### config.mk
export PLATFORM = sky130hd
export DESIGN_NAME = tilt_mouse_delta_generator
export DESIGN_NICKNAME = d
export VERILOG_FILES = /design/src/rtl/tmdg_pkg.sv /design/src/rtl/tilt_mouse_delta_generator.sv /design/src/rtl/tmdg_cfg.sv /design/src/rtl/tmdg_quant.sv
export SDC_FILE = /design/constraint.sdc
export NUM_CORES = 1
export LEC_CHECK = 0
export ABC_CLOCK_PERIOD_IN_PS = 5000
export BUFFER_PORTS_ARGS = -buffer_cell sky130_fd_sc_hd__buf_2
export CAP_MARGIN = 20
export CORE_MARGIN = 4
export CORE_UTILIZATION = 47
export CTS_CLUSTER_DIAMETER = 80
export DETAILED_ROUTE_END_ITERATION = 7
export PLACE_DENSITY = 0.74
export RECOVER_POWER = 100
export SLEW_MARGIN = 20
export SYNTH_ARGS = -nofsm -noshare
export SYNTH_HDL_FRONTEND = slang
export SYNTH_SLANG_ARGS = --single-unit
### constraint.sdc
create_clock -name clk -period 5 [get_ports clk]
set_input_delay 0.5 -clock clk [delete_from_list [all_inputs] [get_ports clk]]
set_output_delay 0.5 -clock clk [all_outputs]
set_load 0.01 [all_outputs]
### src/rtl/tmdg_pkg.sv
package tmdg_pkg;

  localparam int CircleSteps = 16;
  localparam int TableLen    = 16;
  localparam int StepW       = $clog2(CircleSteps);
  localparam int TableIdxW   = $clog2(TableLen);
  localparam int DeltaW      = 5;
  localparam int RawW        = 16;
  localparam int TimeW       = 32;
  localparam int CfgIdxW     = 3;
  localparam int CfgDataW    = 16;
  localparam int InDataW     = 40;
  localparam int OutDataW    = 16;

  typedef enum logic [CfgIdxW-1:0] {
    REG_DEAD_ZONE     = 3'd0,
    REG_SLOW_LIMIT    = 3'd1,
    REG_MEDIUM_LIMIT  = 3'd2,
    REG_FAST_LIMIT    = 3'd3,
    REG_DEBOUNCE_MS   = 3'd4,
    REG_REPORT_PERIOD = 3'd5,
    REG_CIRCLE_PERIOD = 3'd6
  } cfg_reg_t;

  typedef struct packed {
    logic [15:0] dead_zone;
    logic [15:0] slow_limit;
    logic [15:0] medium_limit;
    logic [15:0] fast_limit;
    logic [15:0] debounce_ms;
    logic [9:0]  report_period;
    logic [13:0] circle_period;
  } cfg_t;

  typedef logic signed [DeltaW-1:0] delta_t;

  localparam delta_t RingDx [TableLen] = '{
    5'sd2, 5'sd2, 5'sd1, 5'sd0, -5'sd1, -5'sd2, -5'sd2, -5'sd2,
    -5'sd2, -5'sd2, -5'sd1, 5'sd0, 5'sd1, 5'sd2, 5'sd2, 5'sd2
  };
  localparam delta_t RingDy [TableLen] = '{
    5'sd0, 5'sd1, 5'sd2, 5'sd2, 5'sd2, 5'sd1, 5'sd0, -5'sd1,
    -5'sd2, -5'sd2, -5'sd2, -5'sd2, -5'sd2, -5'sd1, 5'sd0, 5'sd1
  };

  // Stretches or samples the circle table to the number of steps.
  function automatic logic [TableIdxW-1:0] ring_index(input logic [StepW-1:0] step);
    ring_index = TableIdxW'((int'(step) * TableLen) / CircleSteps);
  endfunction

endpackage

### src/rtl/tilt_mouse_delta_generator.sv
// Tilt mouse delta generator. Each input item is one millisecond tick and gives
// exactly one output item; a new tick is taken every cycle while the output side
// keeps up. The button edge and debounce, the report slot, the tilt quantizer and
// the circle table are all worked out in one pass between the input register and
// the output register, so throughput is one item per cycle. The user must write
// registers through the cfg port only while no tick is in flight; the block does
// not enforce it. Index 0 to 6 are dead zone, slow, medium and fast limits,
// debounce time, report period and circle period, and any other index is ignored.
module tilt_mouse_delta_generator (
  input  logic                           clk,
  input  logic                           rst,
  input  logic                           s_tvalid,
  output logic                           s_tready,
  // [0] button_level, [1] host_ready, [17:2] accel_x, [33:18] accel_y, rest zero
  input  logic [tmdg_pkg::InDataW-1:0]   s_tdata,
  output logic                           m_tvalid,
  input  logic                           m_tready,
  // [0] report_valid, [5:1] delta_x, [10:6] delta_y, [11] circle_mode, rest zero
  output logic [tmdg_pkg::OutDataW-1:0]  m_tdata,
  input  logic                           cfg_valid,
  output logic                           cfg_ready,
  input  logic [tmdg_pkg::CfgIdxW-1:0]   cfg_index,
  input  logic [tmdg_pkg::CfgDataW-1:0]  cfg_data
);
  import tmdg_pkg::*;

  cfg_t cfg;

  logic              in_full;
  logic              in_button;
  logic              in_host_ready;
  logic [RawW-1:0]   in_accel_x;
  logic [RawW-1:0]   in_accel_y;
  logic              out_full;
  logic              out_free;
  logic              advance;

  logic [TimeW-1:0]  time_now;
  logic [TimeW-1:0]  report_start;
  logic [TimeW-1:0]  circle_start;
  logic [TimeW-1:0]  press_time;
  logic              button_prev;
  logic              mode_flag;
  logic [StepW-1:0]  circle_step;

  logic              press;
  logic              mode_next;
  logic              report_due;
  logic              circle_due;
  logic              send;
  logic              step_circle;
  logic [StepW-1:0]  circle_step_next;
  logic [TableIdxW-1:0] ring_idx;
  delta_t            tilt_dx;
  delta_t            tilt_dy;
  delta_t            dx;
  delta_t            dy;

  tmdg_cfg u_cfg (
    .clk       (clk),
    .rst       (rst),
    .cfg_valid (cfg_valid),
    .cfg_ready (cfg_ready),
    .cfg_index (cfg_index),
    .cfg_data  (cfg_data),
    .cfg       (cfg)
  );

  tmdg_quant u_quant_x (
    .raw    (in_accel_x),
    .negate (1'b0),
    .cfg    (cfg),
    .delta  (tilt_dx)
  );

  // The Y axis is reported with the opposite sign.
  tmdg_quant u_quant_y (
    .raw    (in_accel_y),
    .negate (1'b1),
    .cfg    (cfg),
    .delta  (tilt_dy)
  );

  assign out_free = !out_full || m_tready;
  assign advance  = in_full && out_free;
  assign s_tready = !in_full || out_free;
  assign m_tvalid = out_full;

  assign press      = button_prev && !in_button &&
                      ((time_now - press_time) > {16'd0, cfg.debounce_ms});
  assign mode_next  = mode_flag ^ press;
  assign report_due = (time_now - report_start) >= {22'd0, cfg.report_period};
  assign circle_due = (time_now - circle_start) >= {18'd0, cfg.circle_period};
  assign send       = report_due && in_host_ready;
  assign step_circle = send && mode_next && circle_due;
  assign ring_idx   = ring_index(circle_step);
  assign circle_step_next = (circle_step == StepW'(CircleSteps - 1)) ?
                            '0 : circle_step + 1'b1;

  always_comb begin
    dx = '0;
    dy = '0;
    if (send && !mode_next) begin
      dx = tilt_dx;
      dy = tilt_dy;
    end else if (step_circle) begin
      dx = RingDx[ring_idx];
      dy = RingDy[ring_idx];
    end
  end

  always_ff @(posedge clk) begin
    if (rst) begin
      in_full <= 1'b0;
    end else if (s_tready) begin
      in_full <= s_tvalid;
    end
    if (s_tvalid && s_tready) begin
      in_button     <= s_tdata[0];
      in_host_ready <= s_tdata[1];
      in_accel_x    <= s_tdata[17:2];
      in_accel_y    <= s_tdata[33:18];
    end
  end

  always_ff @(posedge clk) begin
    if (rst) begin
      out_full     <= 1'b0;
      time_now     <= '0;
      report_start <= '0;
      circle_start <= '0;
      press_time   <= '0;
      button_prev  <= 1'b1;
      mode_flag    <= 1'b0;
      circle_step  <= '0;
    end else begin
      if (out_free) begin
        out_full <= in_full;
      end
      if (advance) begin
        time_now    <= time_now + 1'b1;
        button_prev <= in_button;
        mode_flag   <= mode_next;
        if (press) begin
          press_time <= time_now;
        end
        if (report_due) begin
          report_start <= report_start + {22'd0, cfg.report_period};
        end
        if (step_circle) begin
          circle_start <= circle_start + {18'd0, cfg.circle_period};
          circle_step  <= circle_step_next;
        end
      end
    end
  end

  always_ff @(posedge clk) begin
    if (advance) begin
      m_tdata <= {4'd0, mode_next, dy, dx, send};
    end
  end

  // A tick that sends no report carries zero movement.
  assert property (@(posedge clk) disable iff (rst)
    (m_tvalid && !m_tdata[0]) |-> (m_tdata[10:1] == '0))
    else $error("movement without a report");

  assert property (@(posedge clk) disable iff (rst)
    advance |=> (time_now == $past(time_now) + 1'b1))
    else $error("tick counter did not step with an item");

  assert property (@(posedge clk) disable iff (rst)
    !advance |=> ($stable(mode_flag) && $stable(time_now) && $stable(circle_step)))
    else $error("state moved without an item");

  assert property (@(posedge clk) disable iff (rst)
    !out_full |-> s_tready)
    else $error("input stalled with an empty output stage");

  assert property (@(posedge clk) disable iff (rst)
    (advance && !press) |=> (mode_flag == $past(mode_flag)))
    else $error("mode changed without an accepted press");

endmodule

### src/rtl/tmdg_cfg.sv
module tmdg_cfg (
  input  logic                           clk,
  input  logic                           rst,
  input  logic                           cfg_valid,
  output logic                           cfg_ready,
  input  logic [tmdg_pkg::CfgIdxW-1:0]   cfg_index,
  input  logic [tmdg_pkg::CfgDataW-1:0]  cfg_data,
  output tmdg_pkg::cfg_t                 cfg
);
  import tmdg_pkg::*;

  assign cfg_ready = 1'b1;

  always_ff @(posedge clk) begin
    if (rst) begin
      cfg.dead_zone     <= 16'd1311;
      cfg.slow_limit    <= 16'd4096;
      cfg.medium_limit  <= 16'd8192;
      cfg.fast_limit    <= 16'd12288;
      cfg.debounce_ms   <= 16'd200;
      cfg.report_period <= 10'd10;
      cfg.circle_period <= 14'd100;
    end else if (cfg_valid) begin
      case (cfg_reg_t'(cfg_index))
        REG_DEAD_ZONE:     cfg.dead_zone     <= cfg_data;
        REG_SLOW_LIMIT:    cfg.slow_limit    <= cfg_data;
        REG_MEDIUM_LIMIT:  cfg.medium_limit  <= cfg_data;
        REG_FAST_LIMIT:    cfg.fast_limit    <= cfg_data;
        REG_DEBOUNCE_MS:   cfg.debounce_ms   <= cfg_data;
        REG_REPORT_PERIOD: cfg.report_period <= cfg_data[9:0];
        REG_CIRCLE_PERIOD: cfg.circle_period <= cfg_data[13:0];
        default: ;
      endcase
    end
  end

endmodule

### src/rtl/tmdg_quant.sv
module tmdg_quant (
  input  logic [tmdg_pkg::RawW-1:0] raw,
  input  logic                      negate,
  input  tmdg_pkg::cfg_t            cfg,
  output tmdg_pkg::delta_t          delta
);
  import tmdg_pkg::*;

  logic          neg;
  logic [RawW:0] mag;
  delta_t        speed;

  // Full negative scale has a magnitude of 32768, so the top bit of mag stays zero.
  assign neg = raw[RawW-1];
  assign mag = neg ? (17'h10000 - {1'b0, raw}) : {1'b0, raw};

  always_comb begin
    if (mag < {1'b0, cfg.slow_limit}) begin
      speed = 5'sd2;
    end else if (mag < {1'b0, cfg.medium_limit}) begin
      speed = 5'sd5;
    end else if (mag < {1'b0, cfg.fast_limit}) begin
      speed = 5'sd8;
    end else begin
      speed = 5'sd12;
    end
    if (mag < {1'b0, cfg.dead_zone}) begin
      delta = '0;
    end else if (neg ^ negate) begin
      delta = -speed;
    end else begin
      delta = speed;
    end
  end

endmodule
# After elaboration in Yosys (flattened, before gate mapping)
# Memories as Yosys holds them, arrays and structs flattened.
# Cells that the tools add are included.
# totals
register_bits	286
romBits	160
elab_cells	101
mem_count	2
# op_classes
add_sub_neg	11
magnitude_cmp	12
n_eq_ne	7
muxes	21
bitwise_logic	2
n_reduce_logical	25
# mem_list
memory	words	width	rd	rd_clocked_by_memory_dff	write_ports	line_no	rtl
(name not given)	16	5	1	0	0	tilt_mouse_delta_generator.sv:108	dy = RingDy[ring_idx];
(name not given)	16	5	1	0	0	tilt_mouse_delta_generator.sv:107	dx = RingDx[ring_idx];
# op_table
operator	count
$lt 17x16->1	8
$sub 32x32->32	3
$mux 5	16
$mux 17	2
$sub 17x16->17 const A	2
$add 32x1->32 const B	1
$add 32x10->32	1
$add 32x14->32	1
$ge 32x10->1	1
$ge 32x14->1	1
$gt 32x16->1	1
$reduce_and 2->1	10
$neg 5->5	2
$eq 3x3->1 const B	3
$logic_and 1x1->1	8
$eq 3x2->1 const B	2
$mux 3	2
$ge 5x5->1 const B	1
$not 4->5	1
$add 4x1->4 const B	1
$eq 4x4->1 const B	1
$logic_not 1->1	4
$mux 4	1
$eq 3x1->1 const B	1
other kinds (3)	4

# Depth between registers and ports, before layout
# Gate-level depths: netlist of the first run.
# depth
ltp_word	10
ltp_mapped	25

# Hierarchy
# Synthesis of the first run repeated with hierarchy kept, for this count alone.
# hier_totals
hier_cells	2843
hier_area_um2	23194.7
# by_module_without_submodules
module	instances	cells_per_inst	area_per_inst_um2	seq_area_each_um2
tilt_mouse_delta_generator	1	1927	15243.4	4103.9
tmdg_cfg	1	381	4155.2	2082.0
tmdg_quant at u_quant_y	1	272	1905.6	0.0
tmdg_quant at u_quant_x	1	263	1890.6	0.0

# Worst setup path before layout of the first run
# OpenSTA, ideal clock, no wires.
# synth_timing
kind	flip-flop to flip-flop
start	register time_now[0]
end	register m_tdata[10] (netlist name) (data pin)
setup_time_ps	282
arrival_time_ps	4642
required_ps	4718
path_slack_ps	75
path_stages_with_launch	25
path_buffers	3
period_less_slack_ps	4925
path_cell_list	dfxtp_1 > inv_1 > ha_1 > inv_1 > fa_1 > a21oi_1 > o2111ai_2 > a21o_1 > a21oi_1 > xnor2_1 > ha_1 > o21ai_0 > nor3_1 > o31ai_1 > nand4b_1 > or4_1 > a2111oi_0 > o2111ai_1 > a2111oi_2 > a21boi_2 > nand3_4 > buf_6 > buf_4 > buf_4 > o22ai_1
# synth_between
elab_cells_between_ends	15
cone_classes	add/sub: 3; order compare: 3; mux: 2; bitwise: 1; reduce/logical: 6
# synth_rtl
item	line_no	rtl
from (decl)	tilt_mouse_delta_generator.sv:38	logic [TimeW-1:0] time_now;
from (signal assigned)	tilt_mouse_delta_generator.sv:141	time_now <= time_now + 1'b1;
$sub 32x32->32 *	tilt_mouse_delta_generator.sv:92	assign report_due = (time_now - report_start) >= {22'd0, cfg.report_period};
$ge 32x10->1 *	tilt_mouse_delta_generator.sv:92	
$logic_and 1x1->1 *	tilt_mouse_delta_generator.sv:94	assign send = report_due && in_host_ready;
net send	tilt_mouse_delta_generator.sv:50	logic send;
$logic_and 1x1->1 (2 in series)	tilt_mouse_delta_generator.sv:95	assign step_circle = send && mode_next && circle_due;
$mux 5	tilt_mouse_delta_generator.sv:106	end else if (step_circle) begin
$mux 5 *	tilt_mouse_delta_generator.sv:103	if (send && !mode_next) begin
net dy[4]	tilt_mouse_delta_generator.sv:57	delta_t dy;
to (signal assigned)	tilt_mouse_delta_generator.sv:160	m_tdata <= {4'd0, mode_next, dy, dx, send};
to (decl)	tilt_mouse_delta_generator.sv:19	output logic [tmdg_pkg::OutDataW-1:0] m_tdata,
# Mark *: on every way through the listed nets, which the timed path passes. The rest lies on a longest branch.
# A chain may end at the register's enable or synchronous reset.

# Final worst setup path of the first run
# layout_timing
start	register time_now[1]
end	register circle_start[17]
# layout_between
elab_chain_cells	7
elab_cells_between_ends	12
cone_classes	add/sub: 3; order compare: 3; bitwise: 1; reduce/logical: 5
# layout_rtl
item	line_no	rtl
$sub 32x32->32	tilt_mouse_delta_generator.sv:90	((time_now - press_time) > {16'd0, cfg.debounce_ms});
$gt 32x16->1	tilt_mouse_delta_generator.sv:90	
$logic_and 1x1->1	tilt_mouse_delta_generator.sv:89	assign press = button_prev && !in_button &&
$xor 1x1->1	tilt_mouse_delta_generator.sv:91	assign mode_next = mode_flag ^ press;
net mode_next	tilt_mouse_delta_generator.sv:47	logic mode_next;
$logic_and 1x1->1 (2 in series)	tilt_mouse_delta_generator.sv:95	
$reduce_and 2->1 (no source line)	n/a	
to (signal assigned)	tilt_mouse_delta_generator.sv:151	circle_start <= circle_start + {18'd0, cfg.circle_period};
to (decl)	tilt_mouse_delta_generator.sv:40	logic [TimeW-1:0] circle_start;
# The timed path passes the listed nets, and every way through them passes these cells.

==> results.cfg, run 1 <==
[status]
outcome = finished with violations
violations = setup timing

[critical_path]
critPathLaunchType = flop
cp_data_arrival_time_ns = 5.58
cpMaxStageDelayCell = or4_1
path_buf_inv = 7
cpPeakStageDelay_ns = 0.53
worstSetupPathType = flop to flop
cp-end-kind = flop
cp.required_ns = 5.52
crit_fanout = 9
crit_top_cell = buf_6
critical_path.top_delay_family = simple AND/OR/NAND/NOR gates

[power]
p_leak_nw = 11.29
share_comb_of_total_power_pct = 26.0
p_sw_share_pct = 30.37
pwr-share-clk_pct = 36.1
max-vdd-ir-drop_mv = 0.2871
switchingPower_mw = 1.950
power_density_nw_per_um2 = 243.3
p_seq_share_pct = 38.0
p_int_mw = 4.470

[detailed_routing]
wire_per_inst_um = 18.90
ant_nets = 0
routed_wl_um = 68310
dr.first_iter.drc_count = 1710
drt-vias-per-instance = 5.955
vias = 21530
drcViolationCount = 0
drt-pass1-iter-count = 6

[synthesis]
netlist_area_um2 = 22200
synth-seq-cells = 286
syn-mean-instance-area_um2 = 7.932
yosysWarningCount = 0
syn_inst = 2799
yosysUniqueCellTypes = 87
seq_area_frac_synth_pct = 27.86
synth_edf_count = 46
ys.flop_type = dfxtp_1
async_flop_share_pct = 0

[clocking]
hold_buffers = 0
cts.htree.levels = 1
clock_path_buffers = 3
cts_root_buf = clkbuf_16
clk_pin_slew_ns = 0.06
clock_sinks = 286
cts_tree = done
cts_buffers = 31
clkLatencyLatePin_ns = 0.59

[sta]
worstMarginPinSlew_ns = 1.057
period_minus_slack_ns = 5.057
rsz0062_at_grt = true
hold_viol_final = 0
finalSetupTns_ns = -0.5521
clock_skew_ns = 0.01635
holdWs_ns = 0.08040
finalMaxSlewViolations = 0
fmax_mhz = 197.7
fin_ws_ns = -0.05726
setup_viol = 28
timing.final.crit_share_pct = 101.1
slew_headroom_pct = 29.44

[global_routing]
overflow = 0
grt_pass1_vias = 21120
grt_pass1_wl_um = 106500
grt_use_total_pct = 25.37
antenna_found_initial = 3
grt_max_degree = 139

[finish]
final_common_cell = nand2_1
stdcell_area_um2 = 26380
fill_cells = 4147
fin_cells = 3615
areaGrowthSynthToFinish_pct = 18.82
nets = 3338
drive_gt1_share_pct = 15.15
final_cell_mix = nand2_1, ha_1, a21oi_1, inv_1, dfxtp_1

[die]
core_um2 = 46650
die-area_um2 = 50780
rows = 79
die_y_um = 225.3
die_x_um = 225.3
ioPinCount = 83
start_util_pct = 47.59

[placement]
dp.final_hpwl_um = 51000
place_area_um2 = 24030
place_inst = 3513
portBuffers = 71
routabilityCongestion = 0.9491

[flow_run]
maxCapViolations = 0

[min_path]
min_path_type = input port to flop
area by class of cell:
| class | instances | area (um2) | share of cell area (%) |
|---|---|---|---|
| Tap cell | 607 | 759.5 | 2.879 |
| Antenna cell | 4 | 10.01 | 0.03794 |
| Clock inverter | 16 | 125.1 | 0.4743 |
| Clock buffer | 41 | 894.6 | 3.391 |
| Multi-Input combinational cell | 2158 | 15420 | 58.43 |
| Sequential cell | 286 | 6195 | 23.48 |
| Inverter | 249 | 942.2 | 3.571 |
| Timing Repair Buffer | 254 | 2039 | 7.731 |
timing repair:
action,CTS,global route
buffers inserted,23,10
setup endpoints to repair,112,111
resized for setup,70,127
pin swaps,70,65
cloned,2,8
per-layer routing:
layer  part of all wire, %  GRT usage [%]  routed length (um)
met5                     0              0                   0
met4                   4.7          10.67                3232
met3                   5.4          2.449                3716
met2                    47          43.67               32320
met1                    43          32.59               29040
logic make-up (layout without fill, tap and decap cells):
kind of cell | Yosys count | after routing | synth area share [%]
adder cells (fa/ha/maj) | 294 | 294 | 16.74
other | 2 | 9 | 0.03382
AND/OR/NAND/NOR | 907 | 907 | 19.46
flip-flops | 286 | 286 | 27.86
buffers and inverters | 358 | 560 | 6.317
XOR/XNOR | 128 | 128 | 5.049
AO/OA/AOI/OAI | 767 | 767 | 21.94
multiplexers | 57 | 57 | 2.604
power groups by stage:
| stage | registers [mW] | clock network (mW) | logic [mW] |
|---|---|---|---|
| after floorplan | 2.48 | 0 | 0.905 |
| after global placement | 2.48 | 0 | 1.31 |
| after detailed placement | 2.49 | 0 | 1.35 |
| after CTS | 2.44 | 2.35 | 1.50 |
| after global routing | 2.44 | 2.45 | 1.82 |
| final | 2.44 | 2.31 | 1.67 |
per-stage QoR:
| step | power (mW) | worst slack (ns) | utilization (%) |
|---|---|---|---|
| 6_report | 6.420 | -0.05726 | 56.55 |
| 2_1_floorplan | 3.384 | 0.07545 | - |
| 3_5_place_dp | 3.836 | -0.4590 | 51.51 |
| 4_1_cts | 6.290 | -0.06789 | 54.86 |
| 5_1_grt | 6.707 | -0.2736 | 56.54 |
| 3_3_place_gp | 3.789 | -0.3998 | 51.51 |
synthesized netlist by cell type (47+ instances only):
cell / n / area (um2)
nand2_1: 330 / 1239
ha_1: 289 / 3616
a21oi_1: 279 / 1396
inv_1: 249 / 934.7
dfxtp_1: 240 / 4805
nor2_1: 201 / 754.5
o21ai_0: 129 / 645.6
xnor2_1: 86 / 753.2
clkbuf_1: 85 / 319.1
nand3_1: 80 / 400.4
a21o_1: 62 / 465.5
mux2i_1: 51 / 510.5
nor3_1: 47 / 235.2
registers in the layout (all words and copies together) (netlist names):
register	cells
circle_start	32
m_tvalid	1
in_accel_y	16
mode_flag	1
u_cfg.cfg	104
m_tdata	12
in_accel_x	16
button_prev	1
report_start	32
time_now	32
circle_step	4
in_button	1
in_full	1
press_time	32
in_host_ready	1
final timing paths:
kind                 startpoint  depth (start not counted)          endpoint  slack (ns)
hold / removal      s_tdata[18]                          1     in_accel_y[0]        0.08
hold reg to reg   u_cfg.cfg[37]                          2     u_cfg.cfg[37]        0.45
setup reg to reg    time_now[1]                         27  circle_start[17]       -0.06
setup / recovery    time_now[1]                         27  circle_start[17]       -0.06
(Power assumes the default switching activity.)
==> run 2: changes to the inputs <==
--- a/config.mk
+++ b/config.mk
@@ -8,12 +8,15 @@
 export ABC_CLOCK_PERIOD_IN_PS = 5000
 export BUFFER_PORTS_ARGS = -buffer_cell sky130_fd_sc_hd__buf_2
 export CAP_MARGIN = 20
+export CELL_PAD_IN_SITES_DETAIL_PLACEMENT = 1
+export CELL_PAD_IN_SITES_GLOBAL_PLACEMENT = 1
 export CORE_MARGIN = 4
-export CORE_UTILIZATION = 47
+export CORE_UTILIZATION = 43
 export CTS_CLUSTER_DIAMETER = 80
 export DETAILED_ROUTE_END_ITERATION = 7
-export PLACE_DENSITY = 0.74
+export PLACE_DENSITY = 0.85
 export RECOVER_POWER = 100
+export SETUP_SLACK_MARGIN = 0.5
 export SLEW_MARGIN = 20
 export SYNTH_ARGS = -nofsm -noshare
 export SYNTH_HDL_FRONTEND = slang
==> run 2 against run 1 <==
Wire length up 25%. Highest routed layer unchanged. The run ends with capacitance limit, slew limit, setup timing left. Sequential power about the same. Utilization down 4.0 points. Sequential share of layout area down 0.46 points. Non-clock buffer count up 19. Hold slack better by 0.016 ns. Die area up 9.0%.
==> results.cfg, run 2 (synthesized netlist as in run 1, its figures left out) <==
[finish]
areaGrowthSynthToFinish_pct = 21.15
nets = 3362
final_common_cell = nand2_1
regMostFlops = u_cfg.cfg
fin_cells = 3711
seq_area_um2 = 6192
largest_reg_flops = 104
stdcell_area_um2 = 26900
multiInputGateArea_um2 = 15490
final_cell_mix = nand2_1, ha_1, a21oi_1, inv_1, dfxtp_1
fill_cells = 6074
drive_gt1_share_pct = 15.88

[detailed_routing]
drt-pass1-iter-count = 5
ant_nets = 0
dr.first_iter.drc_count = 1510
routed_wl_um = 85170
vias = 22460
drt-vias-per-instance = 6.051
drcViolationCount = 0
wire_per_inst_um = 22.95

[critical_path]
path_buf_inv = 9
cp_data_arrival_time_ns = 5.59
crit_top_cell = buf_4
critPathLaunchType = flop
worstSetupPathType = flop to flop
cpMaxStageDelayCell = or4_4
critical_path.top_delay_family = simple AND/OR/NAND/NOR gates
reg2reg_depth = 27
cpPeakStageDelay_ns = 0.41
crit_fanout = 5
r2r_slack_ns = -0.11
cp.required_ns = 5.47
r2r_start = time_now[0]
cp-end-kind = flop
reg2reg_to = circle_start[16]

[die]
die_y_um = 235.2
die_x_um = 235.2
core_um2 = 51200
die-area_um2 = 55330
ioPinCount = 83
start_util_pct = 43.37
rows = 83

[clocking]
clk_pin_slew_ns = 0.06
cts_buffers = 36
cts_root_buf = clkbuf_16
cts_tree = done
clock_path_buffers = 3
cts.htree.levels = 2
clock_sinks = 286
clkLatencyLatePin_ns = 0.58

[placement]
dp.final_hpwl_um = 58630
dp_slack_ns = -0.3937
place_area_um2 = 24140
portBuffers = 71
routabilityCongestion = 0.9138
place_inst = 3593

[power]
max-vdd-ir-drop_mv = 0.2793
power_density_nw_per_um2 = 255.9
p_leak_nw = 11.44

[sta]
hold_viol_final = 0
clock_skew_ns = 0.04088
rsz0062_at_grt = true
fin_ws_ns = -0.1127
worstMarginPinSlew_ns = 1.957
slew_headroom_pct = -31.47
setup_viol = 42
fmax_mhz = 195.6
timing.final.crit_share_pct = 102.3
finalMaxSlewViolations = 20
period_minus_slack_ns = 5.113

[min_path]
hold_depth = 1
whs_endpoint = in_accel_x[10]
min_path_type = input port to flop
hold_path.startpoint = s_tdata[12]

[flow_run]
maxCapViolations = 1

[global_routing]
grt_use_total_pct = 28.27
antenna_found_initial = 2
grt_max_degree = 83
overflow = 0
grt_pass1_vias = 23980
grt_pass1_wl_um = 128600

[status]
violations = capacitance limit, slew limit, setup timing
outcome = finished with violations
run 2: changes by cell type in the layout (fill, tap and decap cells not counted), moves of 6 or more:
cell | previous run | this run
clkbuf_1 | 4 | 16
mux2i_1 | 51 | 42
buf_16 | 0 | 6
o21ai_2 | 10 | 4
buf_6 | 21 | 34
mux2i_2 | 0 | 6
run 2: routing by layer:
| layer | global-route usage, % | share of wire, % | up-vias |
|---|---|---|---|
| met5 | 0 | 0 | - |
| met4 | 12.16 | 4.3 | 0 |
| met3 | 4.077 | 4.3 | 237 |
| met2 | 51.42 | 51 | 578 |
| met1 | 33.13 | 41 | 11230 |
| li1 | - | - | 10420 |
run 2: final cells by class:
type | instances | share of cell area, %
Antenna cell | 2 | 0.01861
Clock buffer | 55 | 4.005
Clock inverter | 8 | 0.3396
Inverter | 249 | 3.493
Multi-Input combinational cell | 2158 | 57.59
Sequential cell | 286 | 23.02
Tap cell | 680 | 3.163
Timing Repair Buffer | 273 | 8.368
run 2: through the flow:
step / hold slack [ns] / util [%] / total power, mW / setup TNS (ns)
3_5_place_dp: 0.4489 / 47.14 / 3.900 / -17.15
2_1_floorplan: 0.4363 / - / 3.393 / 0
5_1_grt: 0.07711 / 52.54 / 7.141 / -20.81
3_3_place_gp: 0.4424 / 47.14 / 3.807 / -5.883
6_report: 0.09672 / 52.54 / 6.883 / -1.561
4_1_cts: 0.07107 / 51.37 / 6.776 / -0.2399
run 2: what timing repair did:
action / CTS / global route
resized for setup: 127 / 96
hold endpoints to repair: 0 / 0
cloned: 8 / 1
hold buffers: 0 / 0
setup buffers: 30 / 14
endpoints found under the setup margin: 113 / 113
pin swaps: 64 / 62
run 2: power by group:
| part | internal, mW | switching, mW |
|---|---|---|
| registers | 2.40 | 0.0410 |
| logic | 0.806 | 0.989 |
| clock network | 1.55 | 1.10 |
run 2: how the worst max path moves through the flow:
stage / start / end / slack (ns) / depth (start not counted)
floorplan: time_now[0] / m_tdata[10] / 0.52 / 24
global placement: time_now[0] / m_tdata[4] / -0.24 / 26
detailed placement: time_now[0] / m_tdata[3] / -0.39 / 26
CTS: time_now[0] / circle_start[16] / -0.03 / 27
global route: press_time[3] / circle_start[16] / -0.33 / 26
finish: time_now[0] / circle_start[16] / -0.11 / 27
